`src/sv/demand_paging_lru_translator_macros.svh`:
```
// ----------------------------------------------------------------------------
// demand paging lru translator assertion macros
// shared concurrent check forms, sampled on clk and disabled in reset
// ----------------------------------------------------------------------------
`ifndef DEMAND_PAGING_LRU_TRANSLATOR_MACROS_SVH
`define DEMAND_PAGING_LRU_TRANSLATOR_MACROS_SVH

// consequent must hold in the same cycle as the antecedent
`define DPLT_ASSERT_SAME(label, ante, cons, msg) \
  label: assert property (@(posedge clk) disable iff (rst) (ante) |-> (cons)) \
    else $error(msg);

// consequent must hold in the cycle after the antecedent
`define DPLT_ASSERT_NEXT(label, ante, cons, msg) \
  label: assert property (@(posedge clk) disable iff (rst) (ante) |=> (cons)) \
    else $error(msg);

`endif

```
`src/sv/dplt_pkg.sv`:
```
// ----------------------------------------------------------------------------
// dplt_pkg
// beat types, status codes and register indexes of the paging translator
// ----------------------------------------------------------------------------
`default_nettype none

package dplt_pkg;

  // configuration port widths
  localparam int CFG_IDX_W  = 1;
  localparam int CFG_DATA_W = 7;

  // register indexes
  localparam logic [CFG_IDX_W-1:0] CFG_FIRST_USER_FRAME = 1'd0;
  localparam logic [CFG_IDX_W-1:0] CFG_SEC_BASE         = 1'd1;

  // register reset values
  localparam logic [3:0] FIRST_USER_FRAME_RST = 4'd2;
  localparam logic [6:0] SEC_BASE_RST         = 7'd0;

  // request modes
  localparam logic MODE_TRANSLATE = 1'b0;
  localparam logic MODE_FLUSH     = 1'b1;

  // result status codes
  localparam logic [2:0] ST_HIT     = 3'd0;
  localparam logic [2:0] ST_FREE    = 3'd1;
  localparam logic [2:0] ST_EVICT   = 3'd2;
  localparam logic [2:0] ST_INVALID = 3'd3;
  localparam logic [2:0] ST_FLUSH   = 3'd4;

  // request beat
  typedef struct packed {
    logic       mode;
    logic [7:0] virtual_address;
  } req_t;

  // result beat
  typedef struct packed {
    logic [2:0] status;
    logic [5:0] physical_address;
    logic [3:0] frame_index;
    logic [4:0] evicted_page;
    logic [7:0] sec_frame;
    logic       load_valid;
  } rsp_t;

endpackage

`default_nettype wire

```
`src/sv/demand_paging_lru_translator.sv`:
```
// ----------------------------------------------------------------------------
// demand_paging_lru_translator
// virtual to physical page translation with lru frame replacement
// ----------------------------------------------------------------------------
//  channel  direction  handshake              payload
//  req      in         req_valid / req_ready  dplt_pkg::req_t
//  rsp      out        rsp_valid / rsp_ready  dplt_pkg::rsp_t
//  cfg      in         cfg_valid / cfg_ready  cfg_index, cfg_data
//
//  flush: idle, finish; invalid page: div, ofs, finish; hit: div, ofs, hit, finish
//  fault: div, ofs, then a walk of frames from first_user_frame (up to
//  NUM_FRAMES - first_user_frame frames), map, finish; one frame table read per cycle
//  one request in flight; the next is taken once the result sits in rsp
//  reset clears page and frame valid bits at once, no clearing pass
//  a stalled rsp holds the next result in the finish state
`default_nettype none

module demand_paging_lru_translator #(
  parameter int NUM_PAGES   = 32,
  parameter int NUM_FRAMES  = 16,
  parameter int FRAME_BYTES = 4,
  parameter int SEC_FRAMES  = 128
) (
  input  wire logic                           clk,
  input  wire logic                           rst,
  input  wire logic                           req_valid,
  output logic                                req_ready,
  input  wire dplt_pkg::req_t                 req,
  output logic                                rsp_valid,
  input  wire logic                           rsp_ready,
  output dplt_pkg::rsp_t                      rsp,
  input  wire logic                           cfg_valid,
  output logic                                cfg_ready,
  input  wire logic [dplt_pkg::CFG_IDX_W-1:0]  cfg_index,
  input  wire logic [dplt_pkg::CFG_DATA_W-1:0] cfg_data
);

`include "demand_paging_lru_translator_macros.svh"

  localparam int PW    = (NUM_PAGES > 2) ? $clog2(NUM_PAGES) : 1;
  localparam int FW    = (NUM_FRAMES > 2) ? $clog2(NUM_FRAMES) : 1;
  localparam int OW    = (FRAME_BYTES > 2) ? $clog2(FRAME_BYTES) : 1;
  // ceiling reciprocal, exact for 8-bit dividends
  localparam int RECIP = (65536 + FRAME_BYTES - 1) / FRAME_BYTES;

  typedef enum logic [2:0] {
    S_IDLE, S_DIV, S_OFS, S_HIT, S_SCAN, S_MAP, S_FIN
  } state_t;

  typedef struct packed {
    logic [PW-1:0] owner;
    logic [31:0]   stamp;
  } frame_entry_t;

  state_t state;

  // configuration registers
  logic [3:0] first_user_frame;
  logic [6:0] sec_base;

  // valid bits and tick
  logic [NUM_PAGES-1:0]  page_valid;
  logic [NUM_FRAMES-1:0] frame_busy;
  logic [31:0]           tick;

  // per-item working registers
  logic [7:0]    va;
  logic [7:0]    quot;
  logic [OW-1:0] offset;
  logic [FW-1:0] rd_idx;
  logic [31:0]   min_stamp;
  logic [FW-1:0] min_idx;
  logic [PW-1:0] min_owner;
  logic [FW-1:0] sel_frame;
  logic [PW-1:0] sel_owner;
  logic          evict;
  dplt_pkg::rsp_t res;

  // memories
  logic [FW-1:0] page_frame_mem [NUM_PAGES];
  frame_entry_t  frame_mem      [NUM_FRAMES];
  logic [FW-1:0] pf_rdata;
  frame_entry_t  fe_rdata;
  logic [FW-1:0] fe_raddr;
  logic          pf_we;
  logic          fe_we;
  logic [FW-1:0] fe_waddr;
  frame_entry_t  fe_wdata;

  // derived values
  logic [23:0]   quot_prod;
  logic [14:0]   page_base;
  logic [PW-1:0] page;
  logic [FW-1:0] fuf_f;
  logic [31:0]   tick_inc;
  logic          scan_first;
  logic          scan_take;
  logic          scan_last;
  logic [8:0]    sec_sum;
  logic [FW-1:0] hit_frame;
  logic [NUM_PAGES-1:0] evict_mask;
  logic [NUM_PAGES-1:0] map_mask;
  logic          flush_take;
  dplt_pkg::rsp_t flush_res;

  assign req_ready = (state == S_IDLE);
  assign cfg_ready = 1'b1;

  // page and offset split by reciprocal multiply
  assign quot_prod = 24'(va) * 24'(RECIP);
  assign page_base = 15'(quot) * 15'(FRAME_BYTES);
  assign page      = PW'(quot);
  assign fuf_f     = FW'(first_user_frame);
  assign tick_inc  = (tick == '1) ? tick : tick + 32'd1;
  assign sec_sum   = 9'(sec_base) + 9'(page);
  assign hit_frame = pf_rdata;

  // page valid update masks for a mapping
  assign evict_mask = evict ? (NUM_PAGES'(1) << sel_owner) : '0;
  assign map_mask   = NUM_PAGES'(1) << page;

  // flush beat taken on the request side
  assign flush_take = req_valid && req_ready && (req.mode == dplt_pkg::MODE_FLUSH);

  // result beat of a flush
  always_comb begin
    flush_res        = '0;
    flush_res.status = dplt_pkg::ST_FLUSH;
  end

  // lru walk compare
  assign scan_first = (rd_idx == fuf_f);
  assign scan_take  = scan_first || (fe_rdata.stamp < min_stamp);
  assign scan_last  = (rd_idx == FW'(NUM_FRAMES - 1));

  // frame table read address and write port
  always_comb begin
    fe_raddr = fuf_f;
    if (state == S_SCAN) begin
      fe_raddr = rd_idx + FW'(1);
    end
  end

  always_comb begin
    pf_we    = 1'b0;
    fe_we    = 1'b0;
    fe_waddr = sel_frame;
    fe_wdata.owner = page;
    fe_wdata.stamp = tick_inc;
    case (state)
      S_HIT: begin
        fe_we    = 1'b1;
        fe_waddr = hit_frame;
      end
      S_MAP: begin
        pf_we = 1'b1;
        fe_we = 1'b1;
      end
      default: begin
      end
    endcase
  end

  // page to frame memory
  always_ff @(posedge clk) begin
    if (pf_we) begin
      page_frame_mem[page] <= sel_frame;
    end
    pf_rdata <= page_frame_mem[page];
  end

  // frame owner and stamp memory
  always_ff @(posedge clk) begin
    if (fe_we) begin
      frame_mem[fe_waddr] <= fe_wdata;
    end
    fe_rdata <= frame_mem[fe_raddr];
  end

  // configuration writes
  always_ff @(posedge clk) begin
    if (rst) begin
      first_user_frame <= dplt_pkg::FIRST_USER_FRAME_RST;
      sec_base         <= dplt_pkg::SEC_BASE_RST;
    end else if (cfg_valid && cfg_ready) begin
      case (cfg_index)
        dplt_pkg::CFG_FIRST_USER_FRAME: first_user_frame <= cfg_data[3:0];
        dplt_pkg::CFG_SEC_BASE:         sec_base         <= cfg_data[6:0];
        default: begin
        end
      endcase
    end
  end

  // sequencer, valid bits, tick and result beat
  always_ff @(posedge clk) begin
    if (rst) begin
      state      <= S_IDLE;
      page_valid <= '0;
      frame_busy <= '0;
      tick       <= '0;
      rsp_valid  <= 1'b0;
    end else begin
      if (rsp_valid && rsp_ready && (state != S_FIN)) begin
        rsp_valid <= 1'b0;
      end
      case (state)
        S_IDLE: begin
          if (req_valid) begin
            va <= req.virtual_address;
            if (req.mode == dplt_pkg::MODE_FLUSH) begin
              page_valid <= '0;
              frame_busy <= '0;
              tick       <= '0;
              res        <= flush_res;
              state      <= S_FIN;
            end else begin
              res   <= '0;
              state <= S_DIV;
            end
          end
        end
        S_DIV: begin
          quot  <= quot_prod[23:16];
          state <= S_OFS;
        end
        S_OFS: begin
          offset <= OW'(15'(va) - page_base);
          if (32'(quot) >= NUM_PAGES) begin
            res.status <= dplt_pkg::ST_INVALID;
            state      <= S_FIN;
          end else if (page_valid[page]) begin
            state <= S_HIT;
          end else if (32'(first_user_frame) >= NUM_FRAMES) begin
            res.status <= dplt_pkg::ST_INVALID;
            state      <= S_FIN;
          end else begin
            rd_idx <= fuf_f;
            state  <= S_SCAN;
          end
        end
        S_HIT: begin
          tick                 <= tick_inc;
          res.status           <= dplt_pkg::ST_HIT;
          res.frame_index      <= 4'(hit_frame);
          res.physical_address <= 6'(32'(hit_frame) * FRAME_BYTES + 32'(offset));
          state                <= S_FIN;
        end
        S_SCAN: begin
          if (!frame_busy[rd_idx]) begin
            sel_frame <= rd_idx;
            evict     <= 1'b0;
            state     <= S_MAP;
          end else begin
            if (scan_take) begin
              min_stamp <= fe_rdata.stamp;
              min_idx   <= rd_idx;
              min_owner <= fe_rdata.owner;
            end
            if (scan_last) begin
              sel_frame <= scan_take ? rd_idx : min_idx;
              sel_owner <= scan_take ? fe_rdata.owner : min_owner;
              evict     <= 1'b1;
              state     <= S_MAP;
            end else begin
              rd_idx <= rd_idx + FW'(1);
            end
          end
        end
        S_MAP: begin
          page_valid            <= (page_valid & ~evict_mask) | map_mask;
          frame_busy[sel_frame] <= 1'b1;
          tick                  <= tick_inc;
          res.status           <= evict ? dplt_pkg::ST_EVICT : dplt_pkg::ST_FREE;
          res.frame_index      <= 4'(sel_frame);
          res.physical_address <= 6'(32'(sel_frame) * FRAME_BYTES + 32'(offset));
          res.evicted_page     <= evict ? 5'(sel_owner) : 5'd0;
          res.sec_frame        <= sec_sum[7:0];
          res.load_valid       <= (32'(sec_sum) < SEC_FRAMES);
          state                <= S_FIN;
        end
        S_FIN: begin
          if (!rsp_valid || rsp_ready) begin
            rsp       <= res;
            rsp_valid <= 1'b1;
            state     <= S_IDLE;
          end
        end
        default: begin
          state <= S_IDLE;
        end
      endcase
    end
  end

  // a hit must land on a frame that is in use
  `DPLT_ASSERT_SAME(a_hit_frame_busy, state == S_HIT, frame_busy[hit_frame], "hit on free frame")

  // the lru walk never looks below the first user frame
  `DPLT_ASSERT_SAME(a_scan_range, state == S_SCAN, rd_idx >= fuf_f, "walk below first user frame")

  // mapping leaves the new page valid
  `DPLT_ASSERT_NEXT(a_map_valid, state == S_MAP, page_valid[$past(page)], "mapped page not valid")

  // the tick only moves back on a flush
  `DPLT_ASSERT_NEXT(a_tick_mono, !flush_take, tick >= $past(tick), "tick went back")

endmodule

`default_nettype wire
```
`config.mk`:
```
export PLATFORM = sky130hd
export DESIGN_NAME = demand_paging_lru_translator
export DESIGN_NICKNAME = d
export VERILOG_FILES = /design/src/sv/dplt_pkg.sv /design/src/sv/demand_paging_lru_translator.sv
export VERILOG_INCLUDE_DIRS = /design/src /design/src/sv
export SDC_FILE = /design/constraint.sdc
export NUM_CORES = 1
export LEC_CHECK = 0
export BUFFER_PORTS_ARGS = -buffer_cell sky130_fd_sc_hd__buf_2
export CAP_MARGIN = 15
export CORE_MARGIN = 3
export CORE_UTILIZATION = 50
export DETAILED_ROUTE_END_ITERATION = 8
export PLACE_DENSITY = 0.78
export SLEW_MARGIN = 20
export SYNTH_ARGS = -nofsm -noshare
export SYNTH_HDL_FRONTEND = slang
export SYNTH_SLANG_ARGS = --single-unit
```
`constraint.sdc`:
```
create_clock -name clk -period 4.8 [get_ports clk]
set_input_delay 0.48 -clock clk [delete_from_list [all_inputs] [get_ports clk]]
set_output_delay 0.48 -clock clk [all_outputs]
set_load 0.01 [all_outputs]
```
==> flow_metrics.env, run 1 <==
export IMPL_cts_setup_buffers=0
export IMPL_netlist_instances=2527
export IMPL_clk_pin_slew_ns=0.06
export IMPL_synth_area_top_cells="edfxtp_1 (63%), mux2i_1 (14%), dfxtp_1 (6.8%)"
export IMPL_utilization=0.5733
export IMPL_maxSlewViolCount=0
export IMPL_hold_viol=0
export IMPL_drtAntennaViolNets=0
export IMPL_grt_ovfl_total=0
export IMPL_insertion_delay_ns=0.67
export IMPL_syn_to_final_growth_pct=13.25
export IMPL_ios=52
export IMPL_grt_pass1_wl_um=133200
export IMPL_avgViaCountPerCell=5.870
export IMPL_rows=103
export IMPL_post_drt_wl_per_cell_um=23.33
export IMPL_drcViolationCount=0
export IMPL_h_tree_depth=3
export IMPL_place_gp_congestion=0.8603
export IMPL_antenna_cells=0
export IMPL_core_mm2=0.07913
export IMPL_final_nets=2685
export IMPL_finalSetupViolCount=0
export IMPL_cp_arrival_ns=3.91
export IMPL_dp_hpwl_um=55500
export IMPL_cp_max_fo=27
export IMPL_final_layout_size_suffix_gt1_frac=0.1467
export IMPL_syn_area_mm2=0.04006
export IMPL_synth_top_cell_by_area="edfxtp_1"
export IMPL_start_util=0.5063
export IMPL_critPathLaunchType="flop"
export IMPL_hold_path_class="input port to flop"
export IMPL_grt_pass1_vias=22460
export IMPL_totalWireLength_um=87660
export IMPL_antenna_found_initial=0
export IMPL_die_area_mm2=0.08355
export IMPL_fmax_mhz=280.8
export IMPL_ctsResizeCount=0
export IMPL_die_h_um=289.1
export IMPL_clock_sinks=973
export IMPL_multi_input_area_mm2=0.01158
export IMPL_cts_made_buffers=96
export IMPL_relSlewSlack=0.2388
export IMPL_powerDensity_mw_per_mm2=400.7
export IMPL_outcome="finished clean"
export IMPL_timing_hold_ws_ns=0.09296
export IMPL_clock_path_buffers=3
export IMPL_vias=22060
export IMPL_grt_start_max_net_pins=75
export IMPL_instances_no_fill=3757
export IMPL_crit_required_ns=5.15
export IMPL_period_needed_ns=3.562
export IMPL_crit_type="flop to flop"
export IMPL_fillers=5812
export IMPL_finClkSkew_ns=0.04619
export IMPL_clockRootBuffer="clkbuf_16"
export IMPL_fin_crit_sh=0.7420
export IMPL_io_buffers=50
export IMPL_drv_cap=0
export IMPL_tns_ns=0
export IMPL_grt_usage=0.2098
export IMPL_leakagePower_nw=16.74
export IMPL_yosysUniqueCellTypes=67
export IMPL_end_kind="flop"
export IMPL_die_w_um=289.1
export IMPL_tightest_slew_ns=1.136
export IMPL_yosysWarnings=0
export IMPL_rsz0062_at_grt="false"
export IMPL_vdd_ir_drop_max_v=0.0005268
export IMPL_ys_ff_latch=973
export IMPL_synth_nets=2588
export IMPL_ctsHoldBuffers=8
export IMPL_drt_iter0_drc=2436
export IMPL_yosysSeqAreaShare=0.6954
export IMPL_seq_area_mm2=0.02786
export IMPL_dp_cells=3563
export IMPL_synth_top_area_share=0.6274
export IMPL_synth_edf_count=837
export IMPL_dr_pass1_iters=6
export IMPL_async_flop_share=0
export IMPL_synth_main_ff_cell="edfxtp_1"
export IMPL_syn_avg_cell_area_um2=15.85
export IMPL_cts_tree="yes"
==> layout make-up <==
cell class	count	share of cell area
clock buffers	133	0.05822
clock inverters	48	0.01252
inverters	88	0.007281
multi-input cells	1333	0.2553
flip-flops and latches	973	0.6140
well taps	1050	0.02896
repair buffers	132	0.02372
==> logic make-up (layout without fill, tap and decap cells) <==
| kind of cell | after synthesis | count (layout) | synth area share |
|---|---|---|---|
| flip-flops | 973 | 973 | 0.6954 |
| multiplexers | 642 | 642 | 0.1779 |
| AND/OR/NAND/NOR | 349 | 349 | 0.04498 |
| AO/OA/AOI/OAI | 265 | 265 | 0.03736 |
| buffers and inverters | 221 | 401 | 0.02386 |
| adder cells (fa/ha/maj) | 39 | 39 | 0.01237 |
| XOR/XNOR | 37 | 37 | 0.008089 |
| other | 1 | 1 | 0.00009361 |
==> routing by layer <==
metal  track usage  wire length (µm)  up-vias
li1              -                 -     9878
met1        0.2781             35660    11140
met2        0.3594             43970      848
met3       0.02746              5356      191
met4       0.07069              2670        0
met5             0                 0        -
==> Yosys cell counts (all sizes together), types with 38 or more instances <==
cell and instances:
edfxtp 837, nor2 78, mux2i 569, a21oi 124, nand2 94, inv 88
mux4 54, o21ai 70, ha 38, clkbuf 50, dfxtp 136, buf 83
==> layout by cell type, fill, tap and decap left out, types with 38 or more instances in the layout <==
master / count
dfxtp_1: 136
a21oi_1: 121
nand2_1: 94
clkbuf_16: 96
o21ai_0: 68
buf_2: 50
mux2i_1: 567
mux4_2: 54
edfxtp_1: 837
inv_1: 88
buf_4: 59
ha_1: 38
nor2_1: 61
==> final timing paths <==
kind | startpoint | endpoint | slack (ns) | cells after the start
worst max register to register | state[1]$_SDFFE_PP0P_ | frame_mem[4][10]$_DFFE_PP_ | 1.24 | 7
worst max-delay path | state[1]$_SDFFE_PP0P_ | frame_mem[4][10]$_DFFE_PP_ | 1.24 | 7
worst min register to register | res[3]$_SDFFCE_PN0P_ | rsp[3]$_DFFE_PP_ | 0.42 | 0
worst min-delay path | cfg_data[1] | first_user_frame[1]$_SDFFE_PP1P_ | 0.09 | 3
==> where the power goes <==
part	internal (W)	total [W]	switching, W	leakage [nW]
Sequential	0.00922	0.00932	0.0000942	9.79
Clock	0.00437	0.00752	0.00315	1.56
Combinational	0.000543	0.00134	0.000796	5.38
==> stage by stage <==
stage | worst slack [ns] | instance area, µm² | power, W
CTS | 1.102 | 45240 | 0.01824
floorplan | 0.7336 | 40060 | 0.01043
global placement | 1.289 | 41890 | 0.01077
global route | 0.8933 | 45370 | 0.01868
detailed placement | 1.092 | 41950 | 0.01081
finish | 1.238 | 45370 | 0.01818
==> worst max-delay path: stages (launching register included) <==
cell and delay (ns):
dfxtp_1 0.62, nor2b_1 0.34, nand2_1 0.33, nor3_1 0.25, a31oi_1 0.11, nand2b_1 0.31, nor2_4 0.91, buf_4 0.35
==> registers in the layout, indices dropped and copies added, names as in the netlist, 6 cells and up <==
signal / cells
frame_busy: 16
rsp: 23
page_valid: 32
res: 23
fe_rdata: 37
frame_mem: 592
quot: 6
sec_base: 7
min_stamp: 32
va: 8
page_frame_mem: 128
tick: 32
Note: power is estimated with default switching activity, not from simulation.
==> run 2: changes to the inputs <==
--- a/config.mk
+++ b/config.mk
@@ -11,7 +11,7 @@
 export CORE_MARGIN = 3
 export CORE_UTILIZATION = 50
 export DETAILED_ROUTE_END_ITERATION = 8
-export PLACE_DENSITY = 0.78
+export PLACE_DENSITY = 0.8
 export SLEW_MARGIN = 20
 export SYNTH_ARGS = -nofsm -noshare
 export SYNTH_HDL_FRONTEND = slang
==> constraint.sdc (replaced) <==
create_clock -name clk -period 3.1 [get_ports clk]
set_input_delay 0.31 -clock clk [delete_from_list [all_inputs] [get_ports clk]]
set_output_delay 0.31 -clock clk [all_outputs]
set_load 0.01 [all_outputs]
==> run 2 against run 1 <==
Sequential share of layout area is 1.1 points lower. Hold slack got worse by 0.041 ns. Worst setup slack got worse by 1.1 ns. Combinational power is 64% higher. Clock skew rose by 0.0078 ns. Total power is 57% higher. Flip-flop and latch count unchanged.
==> flow_metrics.env, run 2 (synthesis results as in run 1) <==
export IMPL_final_common_cell="edfxtp_1"
export IMPL_outcome="finished clean"
export IMPL_fmax_mhz=342.9
export IMPL_rsz0062_at_grt="false"
export IMPL_place_gp_congestion=0.8812
export IMPL_top_regs="frame_mem x592, page_frame_mem x128, fe_rdata x37"
export IMPL_grt_ovfl_total=0
export IMPL_switchingPower_w=0.006224
export IMPL_grt_pass1_wl_um=134600
export IMPL_core_mm2=0.07913
export IMPL_grt_start_max_net_pins=56
export IMPL_drv_cap=0
export IMPL_clock_sinks=973
export IMPL_insertion_delay_ns=0.66
export IMPL_ios=52
export IMPL_final_layout_size_suffix_gt1_frac=0.1632
export IMPL_totalWireLength_um=87410
export IMPL_relSlewSlack=0.2735
export IMPL_start_util=0.5063
export IMPL_clk_pin_slew_ns=0.06
export IMPL_period_needed_ns=2.917
export IMPL_final_cell_mix="edfxtp_1 (837), mux2i_1 (567), dfxtp_1 (136)"
export IMPL_netSwitchingFraction=0.2180
export IMPL_drtAntennaViolNets=0
export IMPL_antenna_cells=0
export IMPL_fin_total_pwr_w=0.02855
export IMPL_cp_max_fo=38
export IMPL_syn_to_final_growth_pct=15.26
export IMPL_regMostFlops="frame_mem"
export IMPL_io_buffers=50
export IMPL_max_stage_delay_ns=0.56
export IMPL_vias=22390
export IMPL_vdd_ir_drop_max_v=0.0005768
export IMPL_crit_type="flop to flop"
export IMPL_grt_usage=0.2106
export IMPL_finClkSkew_ns=0.05402
export IMPL_leakagePower_nw=17.12
export IMPL_largest_reg_flops=592
export IMPL_avgViaCountPerCell=5.862
export IMPL_setup_ws_ns=0.1834
export IMPL_crit_required_ns=3.61
export IMPL_seqPwrFrac=0.504
export IMPL_utilization=0.5835
export IMPL_die_w_um=289.1
export IMPL_clockRootBuffer="clkbuf_16"
export IMPL_grt_pass1_vias=22800
export IMPL_pre_cts_slack_ns=-0.2240
export IMPL_slowest_stage="dfxtp_1"
export IMPL_hold_viol=0
export IMPL_post_drt_wl_per_cell_um=22.88
export IMPL_fin_crit_sh=0.9408
export IMPL_dp_hpwl_um=52580
export IMPL_die_h_um=289.1
export IMPL_powerDensity_mw_per_mm2=618.4
export IMPL_p_int_w=0.02233
export IMPL_combPwrFrac=0.077
export IMPL_critPathLaunchType="flop"
export IMPL_tightest_slew_ns=1.076
export IMPL_antenna_found_initial=0
export IMPL_dr_pass1_iters=6
export IMPL_maxSlewViolCount=0
export IMPL_rows=103
export IMPL_seq_area_mm2=0.02786
export IMPL_cts_tree="yes"
export IMPL_clock_path_buffers=3
export IMPL_path_cells="nor3b_4, mux2i_4, buf_12, buf_4, mux2i_1, mux2i_1, mux2i_1, mux2i_1"
export IMPL_hold_path_class="input port to flop"
export IMPL_finalSetupViolCount=0
export IMPL_end_kind="flop"
export IMPL_h_tree_depth=3
export IMPL_crit_top_cell="mux2i_1"
export IMPL_fillers=5726
export IMPL_die_area_mm2=0.08355
export IMPL_drcViolationCount=0
export IMPL_cts_made_buffers=95
export IMPL_drt_iter0_drc=1887
export IMPL_cp_arrival_ns=3.42
export IMPL_pwr_share_clk=0.419
export IMPL_final_nets=2750
export IMPL_multi_input_area_mm2=0.01153
run 2: cell count changes in the layout (fill, tap and decap cells not counted), moves of 5 or more:
cell           previous run  this run
clkbuf_16                96       101
buf_12                    8        32
xnor2_1                  15        20
clkbuf_1                 27        11
buf_4                    59        96
dlygate4sd3_1             8        20
clkinv_1                  7        12
run 2: routing by layer:
metal / share of wire / global-route usage
met1: 0.40 / 0.2734
met2: 0.50 / 0.3594
met3: 0.058 / 0.03155
met4: 0.035 / 0.08216
met5: 0 / 0
run 2: timing repair:
| action | in CTS | in global routing |
|---|---|---|
| endpoints found under the setup margin | 46 | 34 |
| setup buffers | 2 | 1 |
| gates cloned | 0 | 0 |
| gates resized for setup | 1 | 2 |
| pin swaps | 1 | 0 |
| endpoints found under the hold margin | 20 | 0 |
| hold buffers | 20 | 0 |
run 2: power by group through the flow:
stage / logic, W / clock network [W] / registers [W]
5_1_grt: 0.00232 / 0.0127 / 0.0144
4_1_cts: 0.00219 / 0.0121 / 0.0144
2_1_floorplan: 0.00153 / 0 / 0.0146
3_3_place_gp: 0.00210 / 0 / 0.0147
6_report: 0.00220 / 0.0120 / 0.0144
3_5_place_dp: 0.00215 / 0 / 0.0147
run 2: cell type report:
type                       count  share of cell area
clock buffer                 123             0.05891
inverter                      88            0.007154
tap                         1050             0.02845
timing repair buffer         198             0.03924
sequential                   973              0.6033
multi-input combinational   1333              0.2497
clock inverter                55             0.01320
run 2: critical path, delay by kind of cell, from the launching register on:
| family | cells | cell delay, ns |
|---|---|---|
| and+or+nand+nor | 1 | 0.48 |
| DFF | 1 | 0.56 |
| muxes | 5 | 1.12 |
| buffers and inverters | 2 | 0.58 |
run 2: stage by stage:
| step | instances | hold slack (ns) | instance area, µm² | setup TNS (ns) |
|---|---|---|---|---|
| finish | 3820 | 0.05210 | 46170 | 0 |
| global route | 3820 | 0.05445 | 46170 | 0 |
| CTS | 3819 | 0.007590 | 46070 | 0 |
| detailed placement | 3619 | 0.4045 | 42510 | -5.129 |
| global placement | 3619 | 0.4050 | 42510 | -4.162 |
| floorplan | 2527 | 0.3995 | 40090 | -106.30 |
run 2: path summary, 6_finish.rpt:
kind	startpoint	cells after the start	end	slack (ns)
hold reg to reg	va[4]$_DFFE_PP_	0	quot[2]$_DFFE_PP_	0.41
setup / recovery	state[2]$_SDFFE_PP0P_	8	fe_rdata[2]$_DFF_P_	0.18
hold / removal	cfg_valid	3	sec_base[6]$_SDFFE_PP0P_	0.05
setup reg to reg	state[2]$_SDFFE_PP0P_	8	fe_rdata[2]$_DFF_P_	0.18
==> run 3: changes to the inputs <==
==> constraint.sdc (replaced) <==
create_clock -name clk -period 2.6 [get_ports clk]
set_input_delay 0.13 -clock clk [delete_from_list [all_inputs] [get_ports clk]]
set_output_delay 0.13 -clock clk [all_outputs]
set_load 0.01 [all_outputs]
==> run 3 against run 2 <==
The run now ends with setup timing left. Sequential share of layout area decreased by 1.4 points. Hold slack gained 0.13 ns. First-iteration DRC count up 23%. Register-to-register slack got worse by 0.18 ns. Final cell count is 2.7% higher. Flip-flop and latch count unchanged. Total power up 19%. Worst setup slack got worse by 0.18 ns. Via count increased by 3.5%. Design area grew 2.4%. Clock power rose by 16%. Maximum frequency is 12% higher. Largest power group unchanged.
==> flow_metrics.env, run 3 (synthesis results as in run 1) <==
export IMPL_end_kind="flop"
export IMPL_vdd_ir_drop_max_v=0.0005885
export IMPL_io_buffers=50
export IMPL_cts_tree="yes"
export IMPL_fin_total_pwr_w=0.03392
export IMPL_hold_viol=0
export IMPL_setup_ws_ns=-0.0004705
export IMPL_powerDensity_mw_per_mm2=717.7
export IMPL_top_regs="frame_mem x592, page_frame_mem x128, fe_rdata x37"
export IMPL_post_drt_wl_per_cell_um=23.54
export IMPL_m1WireLength_um=36310
export IMPL_fillers=5615
export IMPL_die_w_um=289.1
export IMPL_die_h_um=289.1
export IMPL_pre_cts_slack_ns=-0.1945
export IMPL_period_needed_ns=2.600
export IMPL_dp_hpwl_um=55430
export IMPL_min_path_cells=2
export IMPL_place_gp_congestion=0.9147
export IMPL_cp_max_fo=8
export IMPL_finalSetupViolCount=1
export IMPL_crit_required_ns=2.97
export IMPL_antenna_found_initial=0
export IMPL_top_layer="met4"
export IMPL_r2r_end="min_stamp[10]$_DFFE_PP_"
export IMPL_fin_crit_sh=1.000
export IMPL_r2r_cells=10
export IMPL_finClkSkew_ns=0.06628
export IMPL_holdCritStartpoint="req[7]"
export IMPL_clockRootBuffer="clkbuf_16"
export IMPL_grt_usage=0.2182
export IMPL_path_cells="inv_1, ha_1, a2111oi_2, nand4b_1, a31oi_1, buf_4, buf_4, nor3_4, buf_12, buf_16"
export IMPL_drcViolationCount=0
export IMPL_critPathTopFamily="buffers and inverters"
export IMPL_largest_reg_flops=592
export IMPL_leakagePower_nw=17.69
export IMPL_min_to="va[7]$_DFFE_PP_"
export IMPL_insertion_delay_ns=0.68
export IMPL_clock_sinks=973
export IMPL_outcome="complete, but fails checks"
export IMPL_ios=52
export IMPL_drtAntennaViolNets=0
export IMPL_violations="setup timing"
export IMPL_dr_pass1_iters=6
export IMPL_crit_top_cell="buf_4"
export IMPL_detailed_place_area_mm2=0.04329
export IMPL_rows=103
export IMPL_hold_path_class="input port to flop"
export IMPL_worstPathBufferInverterCount=5
export IMPL_clk_pin_slew_ns=0.06
export IMPL_grt_ovfl_total=0
export IMPL_totalWireLength_um=92380
export IMPL_grt_start_max_net_pins=45
export IMPL_final_layout_size_suffix_gt1_frac=0.1917
export IMPL_grt_pass1_vias=23460
export IMPL_drt_iter0_drc=2316
export IMPL_seq_area_mm2=0.02786
export IMPL_maxSlewViolCount=0
export IMPL_relSlewSlack=0.3553
export IMPL_drv_cap=0
export IMPL_final_cell_mix="edfxtp_1 (837), mux2i_1 (566), buf_4 (162)"
export IMPL_grt_pass1_wl_um=139200
export IMPL_met3_length_um=6925
export IMPL_core_mm2=0.07913
export IMPL_crit_type="flop to flop"
export IMPL_die_area_mm2=0.08355
export IMPL_avgViaCountPerCell=5.906
export IMPL_tightest_slew_ns=0.9660
export IMPL_finalInstanceArea_mm2=0.04726
export IMPL_antenna_cells=0
export IMPL_syn_to_final_growth_pct=17.97
export IMPL_multi_input_area_mm2=0.01166
export IMPL_fmax_mhz=384.5
export IMPL_max_stage_delay_ns=0.37
export IMPL_slowest_stage="edfxtp_1"
export IMPL_clock_path_buffers=3
export IMPL_cts_made_buffers=97
export IMPL_h_tree_depth=3
export IMPL_final_nets=2852
export IMPL_final_common_cell="edfxtp_1"
export IMPL_dr_wl_met2_um=46100
export IMPL_r2r_slack_ns=-0.0005
export IMPL_cp_arrival_ns=2.97
export IMPL_vias=23170
export IMPL_start_util=0.5063
export IMPL_critPathLaunchType="flop"
export IMPL_regMostFlops="frame_mem"
export IMPL_rsz0062_at_grt="true"
export IMPL_timing_hold_ws_ns=0.1843
export IMPL_r2r_start="min_stamp[1]$_DFFE_PP_"
run 3: changes by cell type in the layout (fill, tap and decap cells not counted), moves of 5 or more:
cell	previous run	this run
buf_4	96	162
buf_12	32	46
dlygate4sd3_1	20	33
a21oi_1	122	117
a21oi_2	0	5
bufinv_16	11	6
clkinv_1	12	17
clkinv_2	22	17
run 3: routing by layer:
metal,vias up,global-route usage
li1,10220,-
met2,1079,0.3686
met3,206,0.03478
met1,11670,0.2906
met4,0,0.07245
met5,-,0
run 3: worst max path at each step:
| stage | start | end | slack, ns | cells past startpoint |
|---|---|---|---|---|
| final | min_stamp[1]$_DFFE_PP_ | min_stamp[10]$_DFFE_PP_ | -0.0005 | 10 |
| after global routing | min_stamp[1]$_DFFE_PP_ | min_stamp[10]$_DFFE_PP_ | -0.05 | 10 |
| after CTS | min_stamp[11]$_DFFE_PP_ | sel_frame[2]$_DFFE_PP_ | 0.0004 | 9 |
| after detailed placement | tick[0]$_SDFFE_PP0P_ | frame_mem[1][20]$_DFFE_PP_ | -0.19 | 7 |
| after global placement | min_stamp[11]$_DFFE_PP_ | sel_owner[0]$_DFFE_PP_ | -0.15 | 9 |
| after floorplan | sel_frame[2]$_DFFE_PP_ | frame_mem[7][0]$_DFFE_PP_ | -0.30 | 4 |
run 3: where the power goes:
| group | switching [W] | leakage [nW] | internal (W) |
|---|---|---|---|
| clock network | 0.00595 | 1.57 | 0.00791 |
| registers | 0.000130 | 9.79 | 0.0170 |
| logic | 0.00164 | 6.32 | 0.00126 |
| total | 0.00771 | 17.7 | 0.0262 |
run 3: per-stage QoR:
stage | utilization | instances | TNS, ns
after floorplan | - | 2527 | -118.26
after global placement | 0.5471 | 3699 | -5.703
after detailed placement | 0.5471 | 3699 | -26.56
after CTS | 0.5940 | 3915 | 0
after global routing | 0.5973 | 3924 | -1.388
final | 0.5973 | 3924 | -0.0004705
run 3: layout make-up:
class | instances | area share
clock buffers | 124 | 0.05626
clock inverters | 58 | 0.01210
inverters | 88 | 0.006989
multi-input cells | 1333 | 0.2467
flip-flops and latches | 973 | 0.5895
well taps | 1050 | 0.02780
repair buffers | 298 | 0.06068
run 3: timing repair:
item / in CTS / in global routing
hold buffers: 33 / 0
hold endpoints to repair: 26 / 0
pin swaps: 1 / 5
gates resized for setup: 21 / 20
cloned: 0 / 5
buffers inserted: 1 / 4
setup endpoints to repair: 314 / 419
